<file path="src/rtl/core/lubd_pkg.sv">
`timescale 1ns / 1ps
// ----------------------------------------------------------------------------
// lubd_pkg
// Shared codes and widths for the LED / serial bytecode dispatcher.
// ----------------------------------------------------------------------------
package lubd_pkg;

    localparam int BYTE_W    = 8;
    localparam int ACTION_W  = 2;
    localparam int CAUSE_W   = 3;
    localparam int PHASE_W   = 3;
    // red, green, blue, tx_data, stop_cause packed and padded to whole bytes
    localparam int OUT_DATA_W = 40;

    // opcodes
    localparam logic [BYTE_W-1:0] OP_HALT_A = 8'h00;
    localparam logic [BYTE_W-1:0] OP_HALT_B = 8'hAA;
    localparam logic [BYTE_W-1:0] OP_LED    = 8'h01;
    localparam logic [BYTE_W-1:0] OP_TX     = 8'h03;
    localparam logic [BYTE_W:0]   LED_BYTES = 9'd3;

    // result kinds
    localparam logic [ACTION_W-1:0] ACT_NONE = 2'd0;
    localparam logic [ACTION_W-1:0] ACT_LED  = 2'd1;
    localparam logic [ACTION_W-1:0] ACT_TX   = 2'd2;

    // stop causes
    localparam logic [CAUSE_W-1:0] CAUSE_RUN     = 3'd0;
    localparam logic [CAUSE_W-1:0] CAUSE_HALT    = 3'd1;
    localparam logic [CAUSE_W-1:0] CAUSE_UNKNOWN = 3'd2;
    localparam logic [CAUSE_W-1:0] CAUSE_TRUNC   = 3'd3;
    localparam logic [CAUSE_W-1:0] CAUSE_END     = 3'd4;

    // decoder phases
    localparam logic [PHASE_W-1:0] PH_OPCODE = 3'd0;
    localparam logic [PHASE_W-1:0] PH_RED    = 3'd1;
    localparam logic [PHASE_W-1:0] PH_GREEN  = 3'd2;
    localparam logic [PHASE_W-1:0] PH_BLUE   = 3'd3;
    localparam logic [PHASE_W-1:0] PH_TXLEN  = 3'd4;
    localparam logic [PHASE_W-1:0] PH_TXDATA = 3'd5;

endpackage

</file>
<file path="src/rtl/core/led_uart_bytecode_dispatcher_unit.sv">
`timescale 1ns / 1ps
// ----------------------------------------------------------------------------
// led_uart_bytecode_dispatcher_unit
// Decodes a byte stream of LED fill and serial transmit commands.
// ----------------------------------------------------------------------------
// Usage:
//   s_axis carries one program byte per beat (tdata) with a start-of-program
//   flag (tuser) that restarts decoding at position zero. m_axis returns
//   exactly one result beat per input beat: tuser is the action (none, LED
//   fill, transmit byte), tdata holds colour, transmit byte and stop cause,
//   tlast marks the beat that ends dispatch.
//   cfg_wr_en / cfg_wr_data load the program length; write it only while
//   no beats are in flight.
// Timing:
//   A beat passes an input register, then the decode step, which updates
//   the dispatcher state as it loads the result register. One beat per
//   cycle is sustained while m_axis_tready is high.
// Reset:
//   rst_n clears the pipeline valids, the program length and the decoder,
//   which then runs at position zero as if a program had just started.
// Stall:
//   When m_axis_tready is low the result register holds, the input
//   register fills behind it, and s_axis_tready drops until space frees.
// ----------------------------------------------------------------------------
module led_uart_bytecode_dispatcher_unit (
    input  logic                             clk,
    input  logic                             rst_n,
    // configuration
    input  logic                             cfg_wr_en,
    input  logic [lubd_pkg::BYTE_W-1:0]      cfg_wr_data,   // program_length
    // input stream
    input  logic                             s_axis_tvalid,
    output logic                             s_axis_tready,
    input  logic [lubd_pkg::BYTE_W-1:0]      s_axis_tdata,  // [7:0] prog_byte
    input  logic                             s_axis_tuser,  // first_of_program
    // result stream
    output logic                             m_axis_tvalid,
    input  logic                             m_axis_tready,
    // [7:0] red, [15:8] green, [23:16] blue, [31:24] tx_data,
    // [34:32] stop_cause, [39:35] zero
    output logic [lubd_pkg::OUT_DATA_W-1:0]  m_axis_tdata,
    output logic [lubd_pkg::ACTION_W-1:0]    m_axis_tuser,  // [1:0] action
    output logic                             m_axis_tlast   // finished
);
    import lubd_pkg::*;

    // configuration register
    logic [BYTE_W-1:0] prog_len_reg;

    // input register
    logic              in_valid_reg;
    logic [BYTE_W-1:0] in_byte_reg;
    logic              in_first_reg;

    // dispatcher state
    logic [PHASE_W-1:0] phase_reg, phase_next;
    logic [BYTE_W-1:0]  pos_reg, pos_next;
    logic [BYTE_W-1:0]  rem_reg, rem_next;
    logic [BYTE_W-1:0]  red_hold_reg, red_hold_next;
    logic [BYTE_W-1:0]  green_hold_reg, green_hold_next;
    logic               stopped_reg, stopped_next;

    // result register
    logic                out_valid_reg;
    logic [ACTION_W-1:0] action_reg, action_next;
    logic [BYTE_W-1:0]   red_reg, red_next;
    logic [BYTE_W-1:0]   green_reg, green_next;
    logic [BYTE_W-1:0]   blue_reg, blue_next;
    logic [BYTE_W-1:0]   tx_reg, tx_next;
    logic                fin_reg, fin_next;
    logic [CAUSE_W-1:0]  cause_reg, cause_next;

    // handshake
    logic advance;
    logic in_take;

    assign advance       = in_valid_reg && (!out_valid_reg || m_axis_tready);
    assign s_axis_tready = !in_valid_reg || advance;
    assign in_take       = s_axis_tvalid && s_axis_tready;

    // effective state after a start mark
    logic [PHASE_W-1:0] ph_eff;
    logic [BYTE_W-1:0]  pos_eff;
    logic [BYTE_W-1:0]  rem_eff;
    logic               stop_eff;
    logic [BYTE_W-1:0]  pos_inc;
    logic [BYTE_W:0]    led_end;
    logic [BYTE_W:0]    tx_end;
    logic [BYTE_W:0]    len_ext;

    always_comb
    begin
        ph_eff   = in_first_reg ? PH_OPCODE : phase_reg;
        pos_eff  = in_first_reg ? '0 : pos_reg;
        rem_eff  = in_first_reg ? '0 : rem_reg;
        stop_eff = in_first_reg ? 1'b0 : stopped_reg;
        pos_inc  = pos_eff + 8'd1;
        len_ext  = {1'b0, prog_len_reg};
        led_end  = {1'b0, pos_inc} + LED_BYTES;
        tx_end   = {1'b0, pos_inc} + {1'b0, in_byte_reg};
    end

    // decode step
    always_comb
    begin
        phase_next      = ph_eff;
        pos_next        = pos_eff;
        rem_next        = rem_eff;
        red_hold_next   = red_hold_reg;
        green_hold_next = green_hold_reg;
        stopped_next    = stop_eff;
        action_next     = ACT_NONE;
        red_next        = '0;
        green_next      = '0;
        blue_next       = '0;
        tx_next         = '0;
        fin_next        = 1'b0;
        cause_next      = CAUSE_RUN;

        if (!stop_eff)
        begin
            case (ph_eff)
                PH_OPCODE:
                begin
                    if (pos_eff >= prog_len_reg)
                    begin
                        stopped_next = 1'b1;
                        fin_next     = 1'b1;
                        cause_next   = CAUSE_END;
                    end
                    else
                    begin
                        pos_next = pos_inc;
                        if (in_byte_reg == OP_HALT_A || in_byte_reg == OP_HALT_B)
                        begin
                            stopped_next = 1'b1;
                            fin_next     = 1'b1;
                            cause_next   = CAUSE_HALT;
                        end
                        else if (in_byte_reg == OP_LED)
                        begin
                            if (led_end > len_ext)
                            begin
                                stopped_next = 1'b1;
                                fin_next     = 1'b1;
                                cause_next   = CAUSE_TRUNC;
                            end
                            else
                            begin
                                phase_next = PH_RED;
                            end
                        end
                        else if (in_byte_reg == OP_TX)
                        begin
                            if (pos_inc >= prog_len_reg)
                            begin
                                stopped_next = 1'b1;
                                fin_next     = 1'b1;
                                cause_next   = CAUSE_TRUNC;
                            end
                            else
                            begin
                                phase_next = PH_TXLEN;
                            end
                        end
                        else
                        begin
                            stopped_next = 1'b1;
                            fin_next     = 1'b1;
                            cause_next   = CAUSE_UNKNOWN;
                        end
                    end
                end
                PH_RED:
                begin
                    red_hold_next = in_byte_reg;
                    pos_next      = pos_inc;
                    phase_next    = PH_GREEN;
                end
                PH_GREEN:
                begin
                    green_hold_next = in_byte_reg;
                    pos_next        = pos_inc;
                    phase_next      = PH_BLUE;
                end
                PH_BLUE:
                begin
                    pos_next    = pos_inc;
                    action_next = ACT_LED;
                    red_next    = red_hold_reg;
                    green_next  = green_hold_reg;
                    blue_next   = in_byte_reg;
                    phase_next  = PH_OPCODE;
                    if (pos_inc >= prog_len_reg)
                    begin
                        stopped_next = 1'b1;
                        fin_next     = 1'b1;
                        cause_next   = CAUSE_END;
                    end
                end
                PH_TXLEN:
                begin
                    pos_next = pos_inc;
                    if (tx_end > len_ext)
                    begin
                        stopped_next = 1'b1;
                        fin_next     = 1'b1;
                        cause_next   = CAUSE_TRUNC;
                        phase_next   = PH_OPCODE;
                    end
                    else if (in_byte_reg == '0)
                    begin
                        // empty transmit completes on its length byte
                        phase_next = PH_OPCODE;
                        if (pos_inc >= prog_len_reg)
                        begin
                            stopped_next = 1'b1;
                            fin_next     = 1'b1;
                            cause_next   = CAUSE_END;
                        end
                    end
                    else
                    begin
                        rem_next   = in_byte_reg;
                        phase_next = PH_TXDATA;
                    end
                end
                PH_TXDATA:
                begin
                    pos_next    = pos_inc;
                    action_next = ACT_TX;
                    tx_next     = in_byte_reg;
                    rem_next    = rem_eff - 8'd1;
                    if (rem_eff == 8'd1)
                    begin
                        phase_next = PH_OPCODE;
                        if (pos_inc >= prog_len_reg)
                        begin
                            stopped_next = 1'b1;
                            fin_next     = 1'b1;
                            cause_next   = CAUSE_END;
                        end
                    end
                end
                default:
                begin
                    phase_next = PH_OPCODE;
                end
            endcase
        end
    end

    // configuration and control registers
    always_ff @(posedge clk or negedge rst_n)
    begin
        if (!rst_n)
        begin
            prog_len_reg   <= '0;
            in_valid_reg   <= 1'b0;
            out_valid_reg  <= 1'b0;
            phase_reg      <= PH_OPCODE;
            pos_reg        <= '0;
            rem_reg        <= '0;
            red_hold_reg   <= '0;
            green_hold_reg <= '0;
            stopped_reg    <= 1'b0;
        end
        else
        begin
            if (cfg_wr_en)
            begin
                prog_len_reg <= cfg_wr_data;
            end
            if (in_take)
            begin
                in_valid_reg <= 1'b1;
            end
            else if (advance)
            begin
                in_valid_reg <= 1'b0;
            end
            if (advance)
            begin
                out_valid_reg  <= 1'b1;
                phase_reg      <= phase_next;
                pos_reg        <= pos_next;
                rem_reg        <= rem_next;
                red_hold_reg   <= red_hold_next;
                green_hold_reg <= green_hold_next;
                stopped_reg    <= stopped_next;
            end
            else if (m_axis_tready)
            begin
                out_valid_reg <= 1'b0;
            end
        end
    end

    // payload registers
    always_ff @(posedge clk)
    begin
        if (in_take)
        begin
            in_byte_reg  <= s_axis_tdata;
            in_first_reg <= s_axis_tuser;
        end
        if (advance)
        begin
            action_reg <= action_next;
            red_reg    <= red_next;
            green_reg  <= green_next;
            blue_reg   <= blue_next;
            tx_reg     <= tx_next;
            fin_reg    <= fin_next;
            cause_reg  <= cause_next;
        end
    end

    // result port
    assign m_axis_tvalid = out_valid_reg;
    assign m_axis_tuser  = action_reg;
    assign m_axis_tlast  = fin_reg;
    assign m_axis_tdata  = {5'd0, cause_reg, tx_reg, blue_reg, green_reg, red_reg};

`ifndef SYNTH
    // a finishing beat always carries a cause, a running beat never does
    a_fin_cause: assert property (@(posedge clk) disable iff (!rst_n)
        m_axis_tvalid && m_axis_tlast |-> cause_reg != CAUSE_RUN)
        else $error("finished beat without stop cause");

    a_run_cause: assert property (@(posedge clk) disable iff (!rst_n)
        m_axis_tvalid && !m_axis_tlast |-> cause_reg == CAUSE_RUN)
        else $error("stop cause on a running beat");

    // a stopped decoder without a restart emits nothing
    a_quiet_stop: assert property (@(posedge clk) disable iff (!rst_n)
        advance && stopped_reg && !in_first_reg |=>
            action_reg == ACT_NONE && !fin_reg)
        else $error("output after stop");

    // a finishing step leaves the decoder stopped
    a_fin_stops: assert property (@(posedge clk) disable iff (!rst_n)
        advance && fin_next |=> stopped_reg)
        else $error("finish did not stop decoder");
`endif

endmodule
</file>
<file path="config.mk">
export PLATFORM = sky130hd
export DESIGN_NAME = led_uart_bytecode_dispatcher_unit
export DESIGN_NICKNAME = d
export VERILOG_FILES = /design/src/rtl/core/lubd_pkg.sv /design/src/rtl/core/led_uart_bytecode_dispatcher_unit.sv
export SDC_FILE = /design/constraint.sdc
export NUM_CORES = 1
export LEC_CHECK = 0
export BUFFER_PORTS_ARGS = -buffer_cell sky130_fd_sc_hd__buf_2
export CAP_MARGIN = 20
export CORE_MARGIN = 3
export CORE_UTILIZATION = 25
export CTS_CLUSTER_DIAMETER = 60
export CTS_CLUSTER_SIZE = 20
export DETAILED_ROUTE_END_ITERATION = 6
export GPL_ROUTABILITY_DRIVEN = 0
export SYNTH_ARGS = -nofsm -noshare
export SYNTH_HDL_FRONTEND = slang
export SYNTH_SLANG_ARGS = --single-unit
</file>
<file path="constraint.sdc">
create_clock -name clk -period 5.03 [get_ports clk]
set_clock_uncertainty 0.05 [all_clocks]
set_input_delay 0.2515 -clock clk [delete_from_list [all_inputs] [get_ports clk]]
set_output_delay 0.2515 -clock clk [all_outputs]
set_load 0.02 [all_outputs]
</file>
==> summary.txt <==
STA
  – Worst slew margin: 47.01%
  – RSZ-0062 raised after global routing: false
  – Setup TNS: 0 ns
  – Final Hold Fails: 0
  – Period minus WS final: 4.614 ns
  – Fmax: 216.7 MHz
  – Fin crit share: 91.74%
  – Final setup fails: 0
  – Slew Limit Fails: 0
  – Worst Max-Slew Pin Slew: 0.7877 ns

Pwr
  – Switching Share: 36.37%
  – Pwr/cell area: 416.7 mW/mm²
  – Power, Total: 2.712 mW
  – Pleak: 2.815 nW
  – Worst vdd ir: 0.1658 mV
  – Seq pwr share: 40.1%
  – Power share of the clock group: 26.6%
  – Switching pwr: 0.9862 mW
  – Power share of the combinational group: 33.3%
  – Int Pwr: 1.726 mW

Setup path
  – Setup crit end: rem_reg[3]
  – R2r setup slk: 0.42 ns
  – Max incr delay on CP: 0.41 ns
  – Worst path depth: 19
  – Setup crit start kind: flop
  – Crit path max-delay cell type: a21oi_4
  – Crit path from: in_first_reg
  – RR Startpoint: in_first_reg
  – Kind of critical path: reg -> reg
  – Crit path required time: 5.20 ns
  – Top delay family on crit path: compound AO/OA/AOI/OAI gates
  – R2r endpoint: rem_reg[3]
  – Critical Path Sink Type: flop
  – Worst-path fanout max: 9
  – Reg2reg path depth: 19
  – CP cell instances: buf_4, nor2b_1, ha_1, inv_1, xnor2_1, ha_1, a21oi_1, o21bai_1, a21oi_1, o21ai_0, xnor2_1, ha_1, nand4_1, or2_2, a21oi_1, o22ai_1, a21oi_4, mux2i_1, o221ai_1
  – WP buf/inv: 2
  – Critical Path AT: 4.78 ns

Global route
  – Vias in the first global route: 4049
  – Grt ovf: 0
  – Initial antenna violation count: 0
  – Largest net degree at the start of global routing: 47
  – First-pass GRT wire length: 22260 µm
  – Gr usage total: 11.68%

Yosys
  – Synth Area per Inst: 10.50 µm²
  – YS warnings: 0
  – Ys async rst share: 49.46%
  – Post-synthesis cell type count: 73
  – Synthesized instance count: 530
  – Register bit count reported by yosys: 93
  – Sequential area share after synthesis: 46.04%
  – Post-synth EDFFs: 47
  – Synth Flop Type: edfxtp_1
  – Area of the mapped netlist: 0.005565 mm²

Floorplanning
  – Die X: 155.2 µm
  – Die ar.: 0.02409 mm²
  – Initial Utilization: 25.98%
  – Rows: 53
  – Die Ht: 155.2 µm
  – Core area: 0.02142 mm²
  – Number of placed I/O pins: 67

Final layout
  – Share of cells above drive strength 1: 19.20%
  – Antenna diodes: 0
  – Fin cells: 874
  – P&R area growth vs syn: 16.93%
  – Net count, final: 662

Flow run
  – Max cap viols: 0

Drt
  – Post-route ant nets: 0
  – Wirelength, routed: 13980 µm
  – Via count: 4242
  – Drt drc: 0
  – Drt pass-1 iters: 5
  – DR vias/cell: 4.854
  – Drt wl/cell: 15.99 µm
  – Iteration-0 DRC count of the detailed router: 302

Clock network
  – CTS tree: yes
  – Max Root-Sink Buffers: 2
  – # resized after CTS: 0
  – CTS H-Tree Depth: 3
  – Worst-path clk slew: 0.07 ns
  – Num CTS Buffers: 9
  – Clock sink count: 93
  – Clock root buffer: clkbuf_16
  – Clk Latency, worst-skew pair: 0.35 ns

Place
  – Port Buffers: 61
  – Placed Cells: 857
  – Final HPWL DP: 10080 µm

Worst hold path
  – Hold Path Class: in -> reg

Status
  – Status: complete, no violations
-- placed cells by master, fill, tap and decap left out, types with 15 or more instances in the layout --
cell	n
buf_2	61
edfxtp_1	47
nand2_1	46
dfrtp_1	46
ha_1	45
o21ai_0	33
a21oi_1	30
and2_1	30
nor2_1	21
inv_1	20
nor2b_1	17
nor3_1	15
-- metrics by stage --
step,util (%),setup slack (ns),instance area (µm²),hold slack [ns]
2_1_floorplan,-,0.1639,5580,-0.09409
3_3_place_gp,28.89,0.5499,6188,0.3519
3_5_place_dp,28.89,0.4314,6188,0.3767
4_1_cts,30.38,0.4087,6507,0.01880
5_1_grt,30.38,0.09302,6507,0.02442
6_report,30.38,0.4157,6507,0.02505
-- worst register-to-register path, cell delays in order, from the launching register on --
cell and delay [ns]:
edfxtp_1 0.39, buf_4 0.18, nor2b_1 0.16, ha_1 0.36
inv_1 0.15, xnor2_1 0.27, ha_1 0.32, a21oi_1 0.22
o21bai_1 0.10, a21oi_1 0.21, o21ai_0 0.15, xnor2_1 0.15
ha_1 0.31, nand4_1 0.09, or2_2 0.27, a21oi_1 0.14
o22ai_1 0.19, a21oi_4 0.41, mux2i_1 0.23, o221ai_1 0.13
-- cells by family after synthesis --
family          Yosys count  share of synthesized area (%)
compound gates          121                          14.34
xor+xnor                 19                          3.125
fa+ha+maj                46                          10.48
buf+inv                  45                          3.575
flops                    93                          46.04
mux                      22                          4.272
other cells               1                        0.06738
simple gates            183                          18.10
-- layer usage --
| layer | GRT usage [%] | wire (µm) |
|---|---|---|
| met5 | 0 | 0 |
| met4 | 3.335 | 212 |
| met3 | 2.587 | 729 |
| met2 | 18.10 | 6244 |
| met1 | 16.44 | 6793 |
-- worst min path at each step --
stage | from | endpoint | depth (start not counted)
6_report | s_axis_tdata[1] | in_byte_reg[1] | 1
5_1_grt | s_axis_tdata[7] | in_byte_reg[7] | 1
4_1_cts | s_axis_tdata[1] | in_byte_reg[1] | 1
3_5_place_dp | rst_n | in_valid_reg | 2
3_3_place_gp | rst_n | in_valid_reg | 2
2_1_floorplan | rst_n | green_hold_reg[0] | 0
-- power by group through the flow --
stage / logic, mW / clock network (mW) / registers, mW
after CTS: 0.898 / 0.739 / 1.09
final: 0.902 / 0.722 / 1.09
after global placement: 0.881 / 0 / 1.10
after global routing: 1.01 / 0.770 / 1.11
after floorplan: 0.701 / 0 / 1.05
after detailed placement: 0.890 / 0 / 1.10
-- cell type report --
type / count / area, µm²
flip-flops and latches: 93 / 2562
well taps: 275 / 344.1
repair buffers: 72 / 390.4
multi-input cells: 396 / 2819
inverters: 22 / 82.58
fillers: 2213 / 14910
clock buffers: 10 / 239.0
clock inverters: 6 / 70.07
-- cell usage after synthesis (8+ instances only) --
cell,instances,area (µm²)
nand2_1,46,172.7
xnor2_1,13,113.9
inv_1,21,78.83
clkbuf_1,12,45.04
nor3_1,15,75.07
o21ai_0,33,165.2
and2_1,30,187.7
dfrtp_1,46,1151
nand3_1,8,40.04
mux2_2,14,157.7
a21oi_1,30,150.1
edfxtp_1,47,1411
nor2_1,21,78.83
mux2i_1,8,80.08
nand4_1,8,50.05
nor2b_1,17,106.4
ha_1,45,563.0
nor4_1,8,50.05
-- timing repair --
action,in CTS,in global routing
endpoints found under the hold margin,23,0
buffers inserted,0,0
hold buffers,1,0
(Power assumes the default switching activity.)
